$ cat src/sv/lkvc_pkg.sv
// shared types and constants for the lru key-value cache
`default_nettype none

package lkvc_pkg;

   // payload widths
   localparam int KEY_W = 32;
   localparam int VAL_W = 32;
   localparam int CAP_W = 5;

   // default number of slots and capacity after reset
   localparam int ENTRIES_DEFAULT = 16;
   localparam logic [CAP_W-1:0] CAP_RESET = 5'd16;

   // read value returned on a miss
   localparam logic [VAL_W-1:0] MISS_VALUE = '1;

   // transaction kinds
   localparam logic KIND_GET = 1'b0;
   localparam logic KIND_PUT = 1'b1;

   // command broadcast from the controller to every cell
   typedef struct packed {
      logic             clear;    // drop every entry
      logic             capture;  // latch the key compare result
      logic             shift;    // move entries one place toward the tail
      logic [KEY_W-1:0] key;      // key loaded into the head cell
      logic [VAL_W-1:0] value;    // value loaded into the head cell
   } cell_cmd_type;

endpackage

`default_nettype wire

$ cat src/sv/lru_key_value_cache.sv
// top level of the lru key-value cache: controller, cell chain and output register
// a get result is registered at the end of the lookup, reduce and commit steps
// a new transaction is taken only in the idle state, once the compare, reduce and shift
//   steps of the cell chain are done; a get waits longer while the previous result is still stalled
// reset: synchronous, clears all entries and the fill count, capacity returns to 16;
//   a capacity write clears all entries in the same cycle
`default_nettype none

module lru_key_value_cache #(
   parameter int ENTRIES = lkvc_pkg::ENTRIES_DEFAULT
) (
   input  wire                                 clock,
   input  wire                                 reset,
   input  wire                                 req_valid,
   output logic                                req_stall,
   input  wire                                 req_kind,
   input  wire  signed [lkvc_pkg::KEY_W-1:0]   req_key,
   input  wire  signed [lkvc_pkg::VAL_W-1:0]   req_value,
   output logic                                rsp_valid,
   input  wire                                 rsp_stall,
   output logic                                rsp_hit,
   output logic signed [lkvc_pkg::VAL_W-1:0]   rsp_read_value,
   input  wire                                 csr_wr_en,
   input  wire  [lkvc_pkg::CAP_W-1:0]          csr_wr_data
);

   localparam int POS_W = (ENTRIES > 1) ? $clog2(ENTRIES) : 1;
   localparam int CNT_W = $clog2(ENTRIES + 1);
   localparam int CMP_W = (lkvc_pkg::CAP_W > CNT_W) ? lkvc_pkg::CAP_W : CNT_W;

   typedef enum logic [3:0] {
      S_IDLE   = 4'b0001,
      S_LOOKUP = 4'b0010,
      S_REDUCE = 4'b0100,
      S_COMMIT = 4'b1000
   } state_type;

   state_type                    state_ff;
   state_type                    state_in;
   logic                         op_kind_ff;
   logic [lkvc_pkg::KEY_W-1:0]   op_key_ff;
   logic [lkvc_pkg::VAL_W-1:0]   op_value_ff;
   logic [lkvc_pkg::CAP_W-1:0]   capacity_ff;
   logic [CNT_W-1:0]             count_ff;
   logic [CNT_W-1:0]             count_in;
   logic                         rsp_valid_ff;
   logic                         rsp_valid_in;
   logic                         rsp_hit_ff;
   logic [lkvc_pkg::VAL_W-1:0]   rsp_value_ff;

   logic                         accept;
   logic                         commit_fire;
   logic                         get_fire;
   logic [CMP_W-1:0]             cap_ext;
   logic [CMP_W-1:0]             cap_eff;
   logic                         full;
   logic [POS_W-1:0]             limit;
   lkvc_pkg::cell_cmd_type       cmd;

   logic                         hit;
   logic [POS_W-1:0]             hit_pos;
   logic [lkvc_pkg::VAL_W-1:0]   hit_value;

   logic [lkvc_pkg::KEY_W-1:0]   cell_key   [ENTRIES];
   logic [lkvc_pkg::VAL_W-1:0]   cell_value [ENTRIES];
   logic [ENTRIES-1:0]           cell_valid;
   logic [ENTRIES-1:0]           cell_match;

   // input handshake
   assign req_stall = (state_ff != S_IDLE);
   assign accept    = req_valid && !req_stall;

   // commit waits only when a get result cannot be placed in the output register
   assign commit_fire = (state_ff == S_COMMIT) &&
                        !((op_kind_ff == lkvc_pkg::KIND_GET) && rsp_valid_ff && rsp_stall);
   assign get_fire    = commit_fire && (op_kind_ff == lkvc_pkg::KIND_GET);

   // capacity in force, clamped to 1..ENTRIES
   always_comb begin
      cap_ext = CMP_W'(capacity_ff);
      if (cap_ext == '0) begin
         cap_eff = CMP_W'(1);
      end else if (cap_ext > CMP_W'(ENTRIES)) begin
         cap_eff = CMP_W'(ENTRIES);
      end else begin
         cap_eff = cap_ext;
      end
   end
   assign full = (CMP_W'(count_ff) >= cap_eff);

   // last chain position that shifts: hit slot, first free slot or the oldest slot
   always_comb begin
      if (hit) begin
         limit = hit_pos;
      end else if (full) begin
         limit = POS_W'(count_ff - 1'b1);
      end else begin
         limit = POS_W'(count_ff);
      end
   end

   // command broadcast to the cells
   always_comb begin
      cmd.clear   = csr_wr_en;
      cmd.capture = (state_ff == S_LOOKUP);
      cmd.shift   = commit_fire && ((op_kind_ff == lkvc_pkg::KIND_PUT) || hit);
      cmd.key     = op_key_ff;
      cmd.value   = (op_kind_ff == lkvc_pkg::KIND_PUT) ? op_value_ff : hit_value;
   end

   // state machine
   always_comb begin
      state_in = state_ff;
      unique case (state_ff)
         S_IDLE: begin
            if (accept) begin
               state_in = S_LOOKUP;
            end
         end
         S_LOOKUP: begin
            state_in = S_REDUCE;
         end
         S_REDUCE: begin
            state_in = S_COMMIT;
         end
         S_COMMIT: begin
            if (commit_fire) begin
               state_in = S_IDLE;
            end
         end
         default: begin
            state_in = S_IDLE;
         end
      endcase
   end

   always_ff @(posedge clock) begin
      if (reset) begin
         state_ff <= S_IDLE;
      end else begin
         state_ff <= state_in;
      end
   end

   // transaction being worked on
   always_ff @(posedge clock) begin
      if (accept) begin
         op_kind_ff  <= req_kind;
         op_key_ff   <= req_key;
         op_value_ff <= req_value;
      end
   end

   // capacity register
   always_ff @(posedge clock) begin
      if (reset) begin
         capacity_ff <= lkvc_pkg::CAP_RESET;
      end else if (csr_wr_en) begin
         capacity_ff <= csr_wr_data;
      end
   end

   // fill count grows on a put miss while below capacity and clears on a capacity write
   always_comb begin
      count_in = count_ff;
      if (csr_wr_en) begin
         count_in = '0;
      end else if (commit_fire && (op_kind_ff == lkvc_pkg::KIND_PUT) && !hit && !full) begin
         count_in = count_ff + 1'b1;
      end
   end

   always_ff @(posedge clock) begin
      if (reset) begin
         count_ff <= '0;
      end else begin
         count_ff <= count_in;
      end
   end

   // cell chain, head cell loads the transaction's entry
   for (genvar i = 0; i < ENTRIES; i++) begin : g_cell
      logic [lkvc_pkg::KEY_W-1:0] left_key;
      logic [lkvc_pkg::VAL_W-1:0] left_value;
      logic                       left_valid;

      if (i == 0) begin : g_head
         assign left_key   = cmd.key;
         assign left_value = cmd.value;
         assign left_valid = 1'b1;
      end else begin : g_body
         assign left_key   = cell_key[i-1];
         assign left_value = cell_value[i-1];
         assign left_valid = cell_valid[i-1];
      end

      lkvc_cell #(
         .IDX   (i),
         .POS_W (POS_W)
      ) u_cell (
         .clock      (clock),
         .reset      (reset),
         .cmd        (cmd),
         .limit      (limit),
         .left_key   (left_key),
         .left_value (left_value),
         .left_valid (left_valid),
         .key        (cell_key[i]),
         .value      (cell_value[i]),
         .valid      (cell_valid[i]),
         .match      (cell_match[i])
      );
   end

   // hit reduction
   lkvc_reduce #(
      .ENTRIES (ENTRIES),
      .POS_W   (POS_W)
   ) u_reduce (
      .clock     (clock),
      .capture   (state_ff == S_REDUCE),
      .match     (cell_match),
      .values    (cell_value),
      .hit       (hit),
      .hit_pos   (hit_pos),
      .hit_value (hit_value)
   );

   // output register
   always_comb begin
      rsp_valid_in = rsp_valid_ff;
      if (get_fire) begin
         rsp_valid_in = 1'b1;
      end else if (!rsp_stall) begin
         rsp_valid_in = 1'b0;
      end
   end

   always_ff @(posedge clock) begin
      if (reset) begin
         rsp_valid_ff <= 1'b0;
      end else begin
         rsp_valid_ff <= rsp_valid_in;
      end
   end

   always_ff @(posedge clock) begin
      if (get_fire) begin
         rsp_hit_ff   <= hit;
         rsp_value_ff <= hit ? hit_value : lkvc_pkg::MISS_VALUE;
      end
   end

   assign rsp_valid      = rsp_valid_ff;
   assign rsp_hit        = rsp_hit_ff;
   assign rsp_read_value = rsp_value_ff;

   // fill count never exceeds the capacity in force
   a_count_cap: assert property (@(posedge clock) disable iff (reset)
      CMP_W'(count_ff) <= cap_eff)
      else $error("fill count above capacity");

   // fill count matches the number of valid cells
   a_count_valid: assert property (@(posedge clock) disable iff (reset)
      $countones(cell_valid) == int'(count_ff))
      else $error("fill count out of step with valid cells");

   // a new result comes only out of the commit step of a get
   a_rsp_source: assert property (@(posedge clock) disable iff (reset)
      $rose(rsp_valid_ff) |-> ($past(state_ff) == S_COMMIT) &&
                              ($past(op_kind_ff) == lkvc_pkg::KIND_GET))
      else $error("result without a committed get");

   // fill count only steps up by one outside a capacity write
   a_count_step: assert property (@(posedge clock) disable iff (reset)
      (!$past(reset) && !$past(csr_wr_en) && (count_ff != $past(count_ff)))
         |-> (int'(count_ff) == int'($past(count_ff)) + 1))
      else $error("fill count changed by more than one");

endmodule

`default_nettype wire

$ cat src/sv/lkvc_cell.sv
// one slot of the recency-ordered chain: key, value, valid and compare result
`default_nettype none

module lkvc_cell #(
   parameter int IDX   = 0,
   parameter int POS_W = 4
) (
   input  wire                              clock,
   input  wire                              reset,
   input  wire  lkvc_pkg::cell_cmd_type     cmd,
   input  wire  [POS_W-1:0]                 limit,
   input  wire  [lkvc_pkg::KEY_W-1:0]       left_key,
   input  wire  [lkvc_pkg::VAL_W-1:0]       left_value,
   input  wire                              left_valid,
   output logic [lkvc_pkg::KEY_W-1:0]       key,
   output logic [lkvc_pkg::VAL_W-1:0]       value,
   output logic                             valid,
   output logic                             match
);

   logic [lkvc_pkg::KEY_W-1:0] key_ff;
   logic [lkvc_pkg::VAL_W-1:0] value_ff;
   logic                       valid_ff;
   logic                       match_ff;
   logic                       take;

   // this cell takes its left neighbor's entry when it lies at or before the limit
   assign take = cmd.shift && (POS_W'(IDX) <= limit);

   // valid bit
   always_ff @(posedge clock) begin
      if (reset) begin
         valid_ff <= 1'b0;
      end else if (cmd.clear) begin
         valid_ff <= 1'b0;
      end else if (take) begin
         valid_ff <= left_valid;
      end
   end

   // entry contents
   always_ff @(posedge clock) begin
      if (take) begin
         key_ff   <= left_key;
         value_ff <= left_value;
      end
   end

   // key compare result
   always_ff @(posedge clock) begin
      if (cmd.capture) begin
         match_ff <= valid_ff && (key_ff == cmd.key);
      end
   end

   assign key   = key_ff;
   assign value = value_ff;
   assign valid = valid_ff;
   assign match = match_ff;

endmodule

`default_nettype wire

$ cat src/sv/lkvc_reduce.sv
// folds the per-cell compare results into hit flag, hit position and hit value
`default_nettype none

module lkvc_reduce #(
   parameter int ENTRIES = lkvc_pkg::ENTRIES_DEFAULT,
   parameter int POS_W   = 4
) (
   input  wire                          clock,
   input  wire                          capture,
   input  wire  [ENTRIES-1:0]           match,
   input  wire  [lkvc_pkg::VAL_W-1:0]   values [ENTRIES],
   output logic                         hit,
   output logic [POS_W-1:0]             hit_pos,
   output logic [lkvc_pkg::VAL_W-1:0]   hit_value
);

   logic                       hit_ff;
   logic [POS_W-1:0]           pos_ff;
   logic [POS_W-1:0]           pos_in;
   logic [lkvc_pkg::VAL_W-1:0] value_ff;
   logic [lkvc_pkg::VAL_W-1:0] value_in;

   // at most one cell matches, so an or over masked entries picks it
   always_comb begin
      pos_in   = '0;
      value_in = '0;
      for (int i = 0; i < ENTRIES; i++) begin
         pos_in   = pos_in | ({POS_W{match[i]}} & POS_W'(i));
         value_in = value_in | ({lkvc_pkg::VAL_W{match[i]}} & values[i]);
      end
   end

   // registered result
   always_ff @(posedge clock) begin
      if (capture) begin
         hit_ff   <= |match;
         pos_ff   <= pos_in;
         value_ff <= value_in;
      end
   end

   assign hit       = hit_ff;
   assign hit_pos   = pos_ff;
   assign hit_value = value_ff;

endmodule

`default_nettype wire
$ cat config.mk
export PLATFORM = sky130hd
export DESIGN_NAME = lru_key_value_cache
export DESIGN_NICKNAME = d
export VERILOG_FILES = /design/src/sv/lkvc_pkg.sv /design/src/sv/lru_key_value_cache.sv /design/src/sv/lkvc_cell.sv /design/src/sv/lkvc_reduce.sv
export SDC_FILE = /design/constraint.sdc
export NUM_CORES = 1
export LEC_CHECK = 0
export BUFFER_PORTS_ARGS = -buffer_cell sky130_fd_sc_hd__buf_4
export CORE_MARGIN = 2
export CORE_UTILIZATION = 40
export DETAILED_ROUTE_END_ITERATION = 12
export PLACE_DENSITY_LB_ADDON = 0.12
export SYNTH_ARGS = -nofsm -noshare
export SYNTH_HDL_FRONTEND = slang
export SYNTH_SLANG_ARGS = --single-unit
$ cat constraint.sdc
create_clock -name clock -period 7.4 [get_ports clock]
set_input_delay 1.48 -clock clock [delete_from_list [all_inputs] [get_ports clock]]
set_output_delay 1.48 -clock clock [all_outputs]
set_load 0.02 [all_outputs]
* Word level (Yosys, flattened, before mapping)
Index checks and enable logic that the tools add are counted.
** Word-level totals
- Register bits :: 1206
- Output and inout port bits :: 35
** Cells by class
- Add/sub/neg operators :: 2
- Order comparisons :: 18
- Eq/ne operators :: 24
- Mux-type cells :: 10
- Bitwise gates (word level) :: 46
- Reduce and logical (&&, ||, !) cells :: 50
** Operator list (count)
- AND 32 bit :: 16
- == test 32 bit :: 16
- bitwise OR 32 bit :: 15
- logical AND 1 bit :: 41
- <= comparator 4 bit (first input constant) :: 8
- 2-to-1 mux 32 bit :: 1
- bitwise OR 4 bit :: 8
- <= comparator 3 x 4 -> 1 bit (first input constant) :: 4
- 2-to-1 mux 4 bit :: 4
- bitwise OR 4 x 3 -> 4 bit :: 4
- case mux 4 bit (4 select lines) :: 1
- OR reduction 16 bit :: 1
- 2-to-1 mux 5 bit :: 2
- <= comparator 1 x 4 -> 1 bit (first input constant) :: 2
- <= comparator 2 x 4 -> 1 bit (first input constant) :: 2
- adder 5 x 1 -> 5 bit (second input constant) :: 1
- >= comparator 5 bit :: 1
- > comparator 5 bit (second input constant) :: 1
- logical NOT 5 bit :: 1
- == test 4 x 1 -> 1 bit (second input constant) :: 1
- == test 4 x 2 -> 1 bit (second input constant) :: 1
- == test 4 x 3 -> 1 bit (second input constant) :: 1
- == test 4 bit (second input constant) :: 1
- logical NOT 1 bit :: 4
- other kinds (11) :: 13

* Logic depth before layout (Yosys ltp)
Gate-level depths: netlist of run 1.
- Depth in word-level cells :: 16
- Depth in mapped cells :: 12
- Depth with buffers taken out :: 11

* Hierarchy
From an unflattened synthesis of run 1, not the netlist that was laid out.
** Unflattened totals
- Cells, all modules :: 2494
- Area total of the unflattened synthesis :: 46219.3 um^2
** By module, submodules not included
- lkvc_cell at g_cell[11].u_cell ... :: times used 2, cells each 115, area each 2354.8 um^2, sequential area each 1971.9 um^2
- lkvc_cell at g_cell[13].u_cell ... :: times used 2, cells each 113, area each 2353.5 um^2, sequential area each 1971.9 um^2
- lkvc_cell at g_cell[10].u_cell ... :: times used 2, cells each 113, area each 2352.3 um^2, sequential area each 1971.9 um^2
- lkvc_cell at g_cell[14].u_cell ... :: times used 2, cells each 113, area each 2351.0 um^2, sequential area each 1971.9 um^2
- lkvc_cell at g_cell[12].u_cell ... :: times used 2, cells each 113, area each 2348.5 um^2, sequential area each 1971.9 um^2
- lru_key_value_cache :: times used 1, cells each 277, area each 4441.8 um^2, sequential area each 3243.1 um^2
- lkvc_reduce :: times used 1, cells each 402, area each 4144.0 um^2, sequential area each 1111.1 um^2
- lkvc_cell at g_cell[5].u_cell :: times used 1, cells each 114, area each 2357.3 um^2, sequential area each 1971.9 um^2
- lkvc_cell at g_cell[3].u_cell :: times used 1, cells each 114, area each 2356.0 um^2, sequential area each 1971.9 um^2
- lkvc_cell at g_cell[7].u_cell :: times used 1, cells each 114, area each 2354.8 um^2, sequential area each 1971.9 um^2
- lkvc_cell at g_cell[6].u_cell :: times used 1, cells each 114, area each 2353.5 um^2, sequential area each 1971.9 um^2
- lkvc_cell at g_cell[4].u_cell :: times used 1, cells each 113, area each 2349.8 um^2, sequential area each 1971.9 um^2
- lkvc_cell at g_cell[0].u_cell :: times used 1, cells each 112, area each 2342.2 um^2, sequential area each 1971.9 um^2

* Least setup slack after synthesis of run 1
No wires, ideal clock.
- Path kind :: in2reg
- From :: input port rsp_stall
- To :: register g_cell[5].u_cell.key_ff (netlist bit g_cell[5].u_cell.key[0]) (enable)
- Library setup time :: 0.587 ns
- Arrival :: 6.842 ns
- Required time :: 6.813 ns
- Path slack :: -0.028 ns
- Stages :: 5
- Path buffers :: 1
- Cell sequence :: nand2_1 > a21oi_1 > or2_1 > buf_6 > o31ai_1
** Between the ends
- Cells in the longest elaborated chain, start to end :: 5
** Ends and longest elaborated chain
- start, declared :: line lru_key_value_cache.sv:20 : input wire rsp_stall,
- logical AND 1 bit :: line lru_key_value_cache.sv:75 : !((op_kind_ff == lkvc_pkg::KIND_GET) && rsp_valid_ff && rsp_stall);
- logical NOT 1 bit :: line lru_key_value_cache.sv:75
- logical AND 1 bit :: line lru_key_value_cache.sv:74 : assign commit_fire = (state_ff == S_COMMIT) &&
- logical AND 1 bit :: line lru_key_value_cache.sv:106 : cmd.shift = commit_fire && ((op_kind_ff == lkvc_pkg::KIND_PUT) || hit);
- logical AND 1 bit :: line lkvc_cell.sv:28 : assign take = cmd.shift && (POS_W'(IDX) <= limit);
- named net g_cell[5].u_cell.take :: line lkvc_cell.sv:25 : logic take;
- end signal, assigned :: line lkvc_cell.sv:44 : key_ff <= left_key;
- end, declared :: line lkvc_cell.sv:21 : logic [lkvc_pkg::KEY_W-1:0] key_ff;
The timed path passes the listed nets, and every way through them passes these cells.
A chain may end at the register's enable or synchronous reset.

* Worst setup path after layout of run 1
- From :: input port rsp_stall
- To :: register g_cell[15].u_cell.key_ff (netlist bit g_cell[15].u_cell.key[10]) (enable)
** Between the ends
- Cells in the longest elaborated chain, start to end :: 5
** Ends and longest elaborated chain (line)
- logical AND 1 bit :: lru_key_value_cache.sv:75
- logical NOT 1 bit :: lru_key_value_cache.sv:75
- logical AND 1 bit :: lru_key_value_cache.sv:74
- logical AND 1 bit :: lru_key_value_cache.sv:106
- logical AND 1 bit :: lkvc_cell.sv:28
- named net g_cell[15].u_cell.take :: lkvc_cell.sv:25
- end signal, assigned :: lkvc_cell.sv:44
- end, declared :: lkvc_cell.sv:21
The timed path passes the listed nets, and every way through them passes these cells.

==> impl_metrics.json, run 1 <==
{
  "setup_viol": 0,
  "drc_errors": 0,
  "synth_nets": 2654,
  "pwr_density_cell_nw_per_um2": 265,
  "synth_top_cells_by_area": "edfxtp_1 (76%), xnor2_1 (8.0%), a221oi_1 (2.4%)",
  "synth_top_area_share_pct": 76.3,
  "critPathMaxFanout": 33,
  "cts_tree": "done",
  "finalClockSkew_ns": 0.0273,
  "p_sw_mw": 2.93,
  "synth.avg_cell_area_um2": 18.0,
  "p_total_mw": 14.1,
  "initial_utilization_pct": 40.4,
  "hold_class": "register to register",
  "synth_top_cell_by_area": "edfxtp_1",
  "p_sw_share_pct": 20.9,
  "seq_area_um2": 35900,
  "numCtsBuffers": 131,
  "grt_pass1_wl_um": 173000,
  "rsz0062_at_grt": "no",
  "clkLatencyLatePin_ns": 0.73,
  "vdd_drop_max_v": 0.000203,
  "critical_path.max_stage_delay_ns": 1.16,
  "crit_arrival_ns": 4.59,
  "max_slew_margin_pct": 5.16,
  "grt_max_degree": 67,
  "ant_nets": 0,
  "fin_crit_ns": 4.23,
  "wl_per_cell_um": 27.1,
  "crit_top_cell": "buf_4",
  "max_freq_ghz": 0.236,
  "netlist_area_um2": 46300,
  "coreArea_um2": 115000,
  "leakagePower_nw": 16.3,
  "grt_pass1_vias": 25100,
  "clock_sinks": 1206,
  "ys_ff_latch": 1206,
  "ys.flop_type": "edfxtp_1",
  "crit_chain": "buf_4, nand2_1, a21oi_1, or2_1, clkinv_4, nand3_4, a211oi_4, buf_4",
  "viasPerCell": 5.49,
  "hold_viol_final": 0,
  "power.share.combinational_pct": 3.8,
  "yosysWarningCount": 0,
  "critPathKind": "input port to register",
  "track_usage_pct": 20.1,
  "synthCells": 2572,
  "nets": 2829,
  "num_io_pins": 110,
  "grt_antenna_before_repair": 3,
  "rows": 124,
  "crit_path_start_kind": "input port",
  "die_area_um2": 118000,
  "vias": 23900,
  "ctsHoldBuffers": 0,
  "end_kind": "register",
  "cts-htree-levels": 4,
  "fp.dieW_um": 344,
  "synthDistinctLibCells": 57,
  "postCtsSetupBuffers": 0,
  "finalMaxSlewViolations": 0,
  "critical_path_required_ns": 7.76,
  "tns_ns": 0,
  "fillers": 9799,
  "cap_violations": 0,
  "status": "complete, no violations",
  "die_h_um": 344,
  "seqPwrFrac_pct": 53.0,
  "cts_buffer_depth": 3,
  "utilization_pct": 46.3,
  "synth-edff-count": 1175,
  "async_flop_share_pct": 0,
  "timing.final.crit_share_pct": 57.2,
  "pwr-share-clk_pct": 43.2,
  "synthTopCellsByCount": "edfxtp_1 (1175), xnor2_1 (424), nand4_1 (143)",
  "drt_iter0_drc": 2239,
  "gp_congestion": 0.828,
  "multi_input_area_um2": 9890,
  "setup_slack_ns": 3.17,
  "dp_hpwl_um": 74500,
  "wirelength_um": 118000,
  "synthToLayoutAreaGrowth_pct": 14.7,
  "synth_most_common_cell": "edfxtp_1",
  "portBuffers": 109,
  "first_pass_iters": 5,
  "power.internal_mw": 11.1,
  "drive_gt1_share_pct": 14.8,
  "cts-root-buf": "clkbuf_16",
  "finalHoldWorstSlack_ns": 0.436,
  "clkTransAtPathRegs_ns": 0.06,
  "post-place-ws_ns": 2.41,
  "worst_slew_pin_slew_ns": 1.42,
  "cts-resized-gates": 0,
  "seq_area_frac_synth_pct": 77.6,
  "crit_path_top_delay_cell": "a211oi_4",
  "grt-ovfl-total": 0
}
==> path summary, 6_finish.rpt <==
| path | start | end | slack (ns) | depth (start not counted) |
|---|---|---|---|---|
| setup / recovery | rsp_stall | g_cell[15].u_cell.key[10]$_DFFE_PP_ | 3.17 | 8 |
| hold / removal | g_cell[7].u_cell.value[6]$_DFFE_PP_ | g_cell[8].u_cell.value[6]$_DFFE_PP_ | 0.44 | 0 |
| setup reg to reg | count_ff[0]$_SDFFE_PP0P_ | g_cell[15].u_cell.key[10]$_DFFE_PP_ | 3.26 | 8 |
| hold reg to reg | g_cell[7].u_cell.value[6]$_DFFE_PP_ | g_cell[8].u_cell.value[6]$_DFFE_PP_ | 0.44 | 0 |
==> logic make-up after synthesis <==
family / share of synthesized area, %
AND/OR/NAND/NOR: 4.35
multiplexers: 1.02
AO/OA/AOI/OAI: 5.75
XOR/XNOR: 9.75
flip-flops: 77.6
buffers and inverters: 1.36
adder cells (fa/ha/maj): 0.189
==> power groups by stage <==
stage                     sequential (mW)  combinational (mW)  clock, mW
final                                7.45               0.536       6.07
after CTS                            7.45               0.545       6.19
after floorplan                      7.59               0.338          0
after global routing                 7.45               0.573       6.45
after detailed placement             7.59               0.544          0
after global placement               7.59               0.538          0
==> routing by layer <==
layer  part of all wire (%)  vias up  GRT usage [%]  routed length (um)
li1                       -    10500              -                   -
met1                     45    12200           28.8               52600
met2                     46     1008           31.3               54500
met3                    7.1      179           4.10                8430
met4                    2.2        0           5.77                2590
met5                      0        -          0.200                   0
==> cell type report <==
type	instances	share of cell area [%]
Tap cell	1512	3.57
Sequential cell	1206	67.7
Inverter	10	0.0825
Clock buffer	177	6.88
Clock inverter	53	0.516
Multi-Input combinational cell	1211	18.6
Antenna cell	2	0.00943
Timing Repair Buffer	187	2.65
==> metrics by stage <==
step                      cell area [um^2]  instances
after global routing                 53100       4356
final                                53100       4358
after detailed placement             49100       4126
after CTS                            53100       4356
after global placement               49100       4126
after floorplan                      46300       2572
==> worst max-delay path, delay by kind of cell <==
family	cells	cell delay (ns)
AOI/OAI and AO/OA	2	1.23
buffers and inverters	3	0.91
and+or+nand+nor	3	0.92
==> flip-flops by register name, indices dropped and copies added, names as in the netlist <==
| name | count |
|---|---|
| cap_ext | 5 |
| count_ff | 5 |
| g_cell.left_key | 32 |
| g_cell.u_cell.key | 512 |
| g_cell.u_cell.match | 16 |
| g_cell.u_cell.valid | 16 |
| g_cell.u_cell.value | 512 |
| op_kind_ff | 1 |
| op_value_ff | 32 |
| rsp_hit | 1 |
| rsp_read_value | 32 |
| rsp_valid | 1 |
| state_ff | 4 |
| u_reduce.hit | 1 |
| u_reduce.hit_pos | 4 |
| u_reduce.hit_value | 32 |
==> layout by cell type, fill, tap and decap left out, drive strengths merged, types with 5 or more instances in the layout <==
master,instances
o211ai,5
o21ai,15
a22o,128
nor4,61
nand4,143
xnor2,424
nor2,21
mux2i,11
inv,11
buf,187
a221oi,129
xor2,91
clkbuf,177
clkinv,48
ha,7
dfxtp,31
edfxtp,1175
nand2b,33
mux2,32
nand3,28
nand2,33
a21oi,12
Note: power is estimated with default switching activity, not from simulation.
==> inputs of run 2 (changes only) <==
Clock period 7.4 ns to 4.4 ns, I/O delays scaled along.
==> impl_metrics.json, run 2 (synthesis gave the netlist of run 1 again) <==
{
  "crit_path_start_kind": "register",
  "pwr-share-clk_pct": 44.3,
  "wirelength_um": 124000,
  "initial_utilization_pct": 40.4,
  "cap_violations": 0,
  "grt_pass1_wl_um": 181000,
  "p_total_mw": 24.2,
  "finalClockSkew_ns": 0.0198,
  "crit_path_top_delay_cell": "a21oi_2",
  "dpl_cell_area_um2": 49600,
  "nets": 2860,
  "post-place-ws_ns": 0.669,
  "gp_congestion": 0.870,
  "cts_buffer_depth": 3,
  "drive_gt1_share_pct": 16.1,
  "grt_max_degree": 67,
  "finalMaxSlewViolations": 0,
  "dp_hpwl_um": 81200,
  "p_sw_share_pct": 21.6,
  "r2r_cells": 13,
  "critical_path_required_ns": 5.01,
  "p_sw_mw": 5.23,
  "die_h_um": 344,
  "pwr_density_cell_nw_per_um2": 450,
  "setup_viol": 0,
  "mostFrequentLayoutCells": "edfxtp_1 (1175), xnor2_1 (424), buf_4 (200)",
  "power.internal_mw": 19.0,
  "leakagePower_nw": 16.6,
  "status": "complete, no violations",
  "grt_antenna_before_repair": 1,
  "first_pass_iters": 5,
  "grt-ovfl-total": 0,
  "fin_crit_ns": 3.69,
  "cts-htree-levels": 4,
  "tns_ns": 0,
  "critPathKind": "register to register",
  "clkTransAtPathRegs_ns": 0.06,
  "numCtsBuffers": 132,
  "vias": 24300,
  "path_buf_inv": 2,
  "coreArea_um2": 115000,
  "path_delay_family": "compound AO/OA/AOI/OAI gates",
  "die_area_um2": 118000,
  "track_usage_pct": 21.2,
  "grt_pass1_vias": 25700,
  "end_kind": "register",
  "clkLatencyLatePin_ns": 0.75,
  "setup_slack_ns": 0.711,
  "drt_iter0_drc": 2489,
  "num_io_pins": 110,
  "max_slew_margin_pct": 27.5,
  "clock_sinks": 1206,
  "synthToLayoutAreaGrowth_pct": 16.2,
  "crit_chain": "nor3_1, nor2_1, nor2_1, ha_1, nor2b_1, o21a_1, o211ai_1, a21oi_2, buf_4, a31oi_4, buf_12, nand3_1, o21ai_0",
  "design_area_um2": 53700,
  "cts_tree": "done",
  "vdd_drop_max_v": 0.000390,
  "crit_arrival_ns": 4.30,
  "ant_nets": 0,
  "final_common_cell": "edfxtp_1",
  "diodes": 0,
  "fp.dieW_um": 344,
  "min_path_cells": 1,
  "wl_per_cell_um": 28.3,
  "critPathMaxFanout": 57,
  "viasPerCell": 5.53,
  "max_freq_ghz": 0.271,
  "rows": 124,
  "rsz0062_at_grt": "no",
  "cts-resized-gates": 0,
  "portBuffers": 109,
  "hold_viol_final": 0,
  "critical_path.max_stage_delay_ns": 0.60,
  "power.share.combinational_pct": 3.4,
  "hold_class": "input port to register",
  "drc_errors": 0,
  "stdcell_count": 4395,
  "cts-root-buf": "clkbuf_16",
  "dpl.cell_count": 4156,
  "ctsHoldBuffers": 0,
  "timing.final.crit_share_pct": 83.8,
  "worst_slew_pin_slew_ns": 1.09,
  "postCtsSetupBuffers": 0,
  "crit_top_cell": "nor2_1",
  "worst-path-stages": 13,
  "seqPwrFrac_pct": 52.3
}
==> run 2: worst paths after layout <==
check / startpoint / endpoint / slack (ns)
max reg2reg: cap_ext[1]$_SDFFE_PP0P_ / g_cell[2].u_cell.valid$_SDFFE_PP0P_ / 0.71
max: cap_ext[1]$_SDFFE_PP0P_ / g_cell[2].u_cell.valid$_SDFFE_PP0P_ / 0.71
min reg2reg: g_cell[13].u_cell.value[20]$_DFFE_PP_ / g_cell[14].u_cell.value[20]$_DFFE_PP_ / 0.44
min: req_key[15] / g_cell[0].left_key[15]$_DFFE_PP_ / 0.30
==> run 2: layout make-up <==
cell class | instances | area (um^2)
Clock buffer | 171 | 3540
Clock inverter | 68 | 624
Fill cell | 9713 | 60800
Inverter | 10 | 43.8
Multi-Input combinational cell | 1211 | 9900
Sequential cell | 1206 | 35900
Tap cell | 1512 | 1890
Timing Repair Buffer | 217 | 1840
==> run 2: worst reg2reg max path: cells and delay by family, from the launching register on <==
| kind | cells | cell delay [ns] |
|---|---|---|
| AOI/OAI and AO/OA | 5 | 1.39 |
| and+or+nand+nor | 5 | 0.90 |
| buffers and inverters | 2 | 0.69 |
| DFF | 1 | 0.33 |
| adders and majority gates | 1 | 0.25 |
==> run 2: per-stage QoR <==
step | util (%) | hold slack, ns
after floorplan | - | 0.421
after global placement | 43.3 | 0.429
after detailed placement | 43.3 | 0.434
after CTS | 46.9 | 0.247
after global routing | 46.9 | 0.269
final | 46.9 | 0.301
==> run 2: per-layer routing <==
layer  GRT usage (%)  vias to the layer above  part of all wire, %
met2            33.5                     1004                   47
li1                -                    10600                    -
met5               0                        -                    0
met4            6.57                        0                  2.4
met1            29.8                    12600                   44
met3            3.91                      195                  6.8
==> run 2: power by group through the flow <==
stage	registers [mW]	clock network, mW	logic, mW
floorplan	12.8	0	0.569
detailed placement	12.9	0	0.843
finish	12.7	10.7	0.832
CTS	12.7	10.9	0.848
global route	12.7	11.3	0.895
global placement	12.9	0	0.842
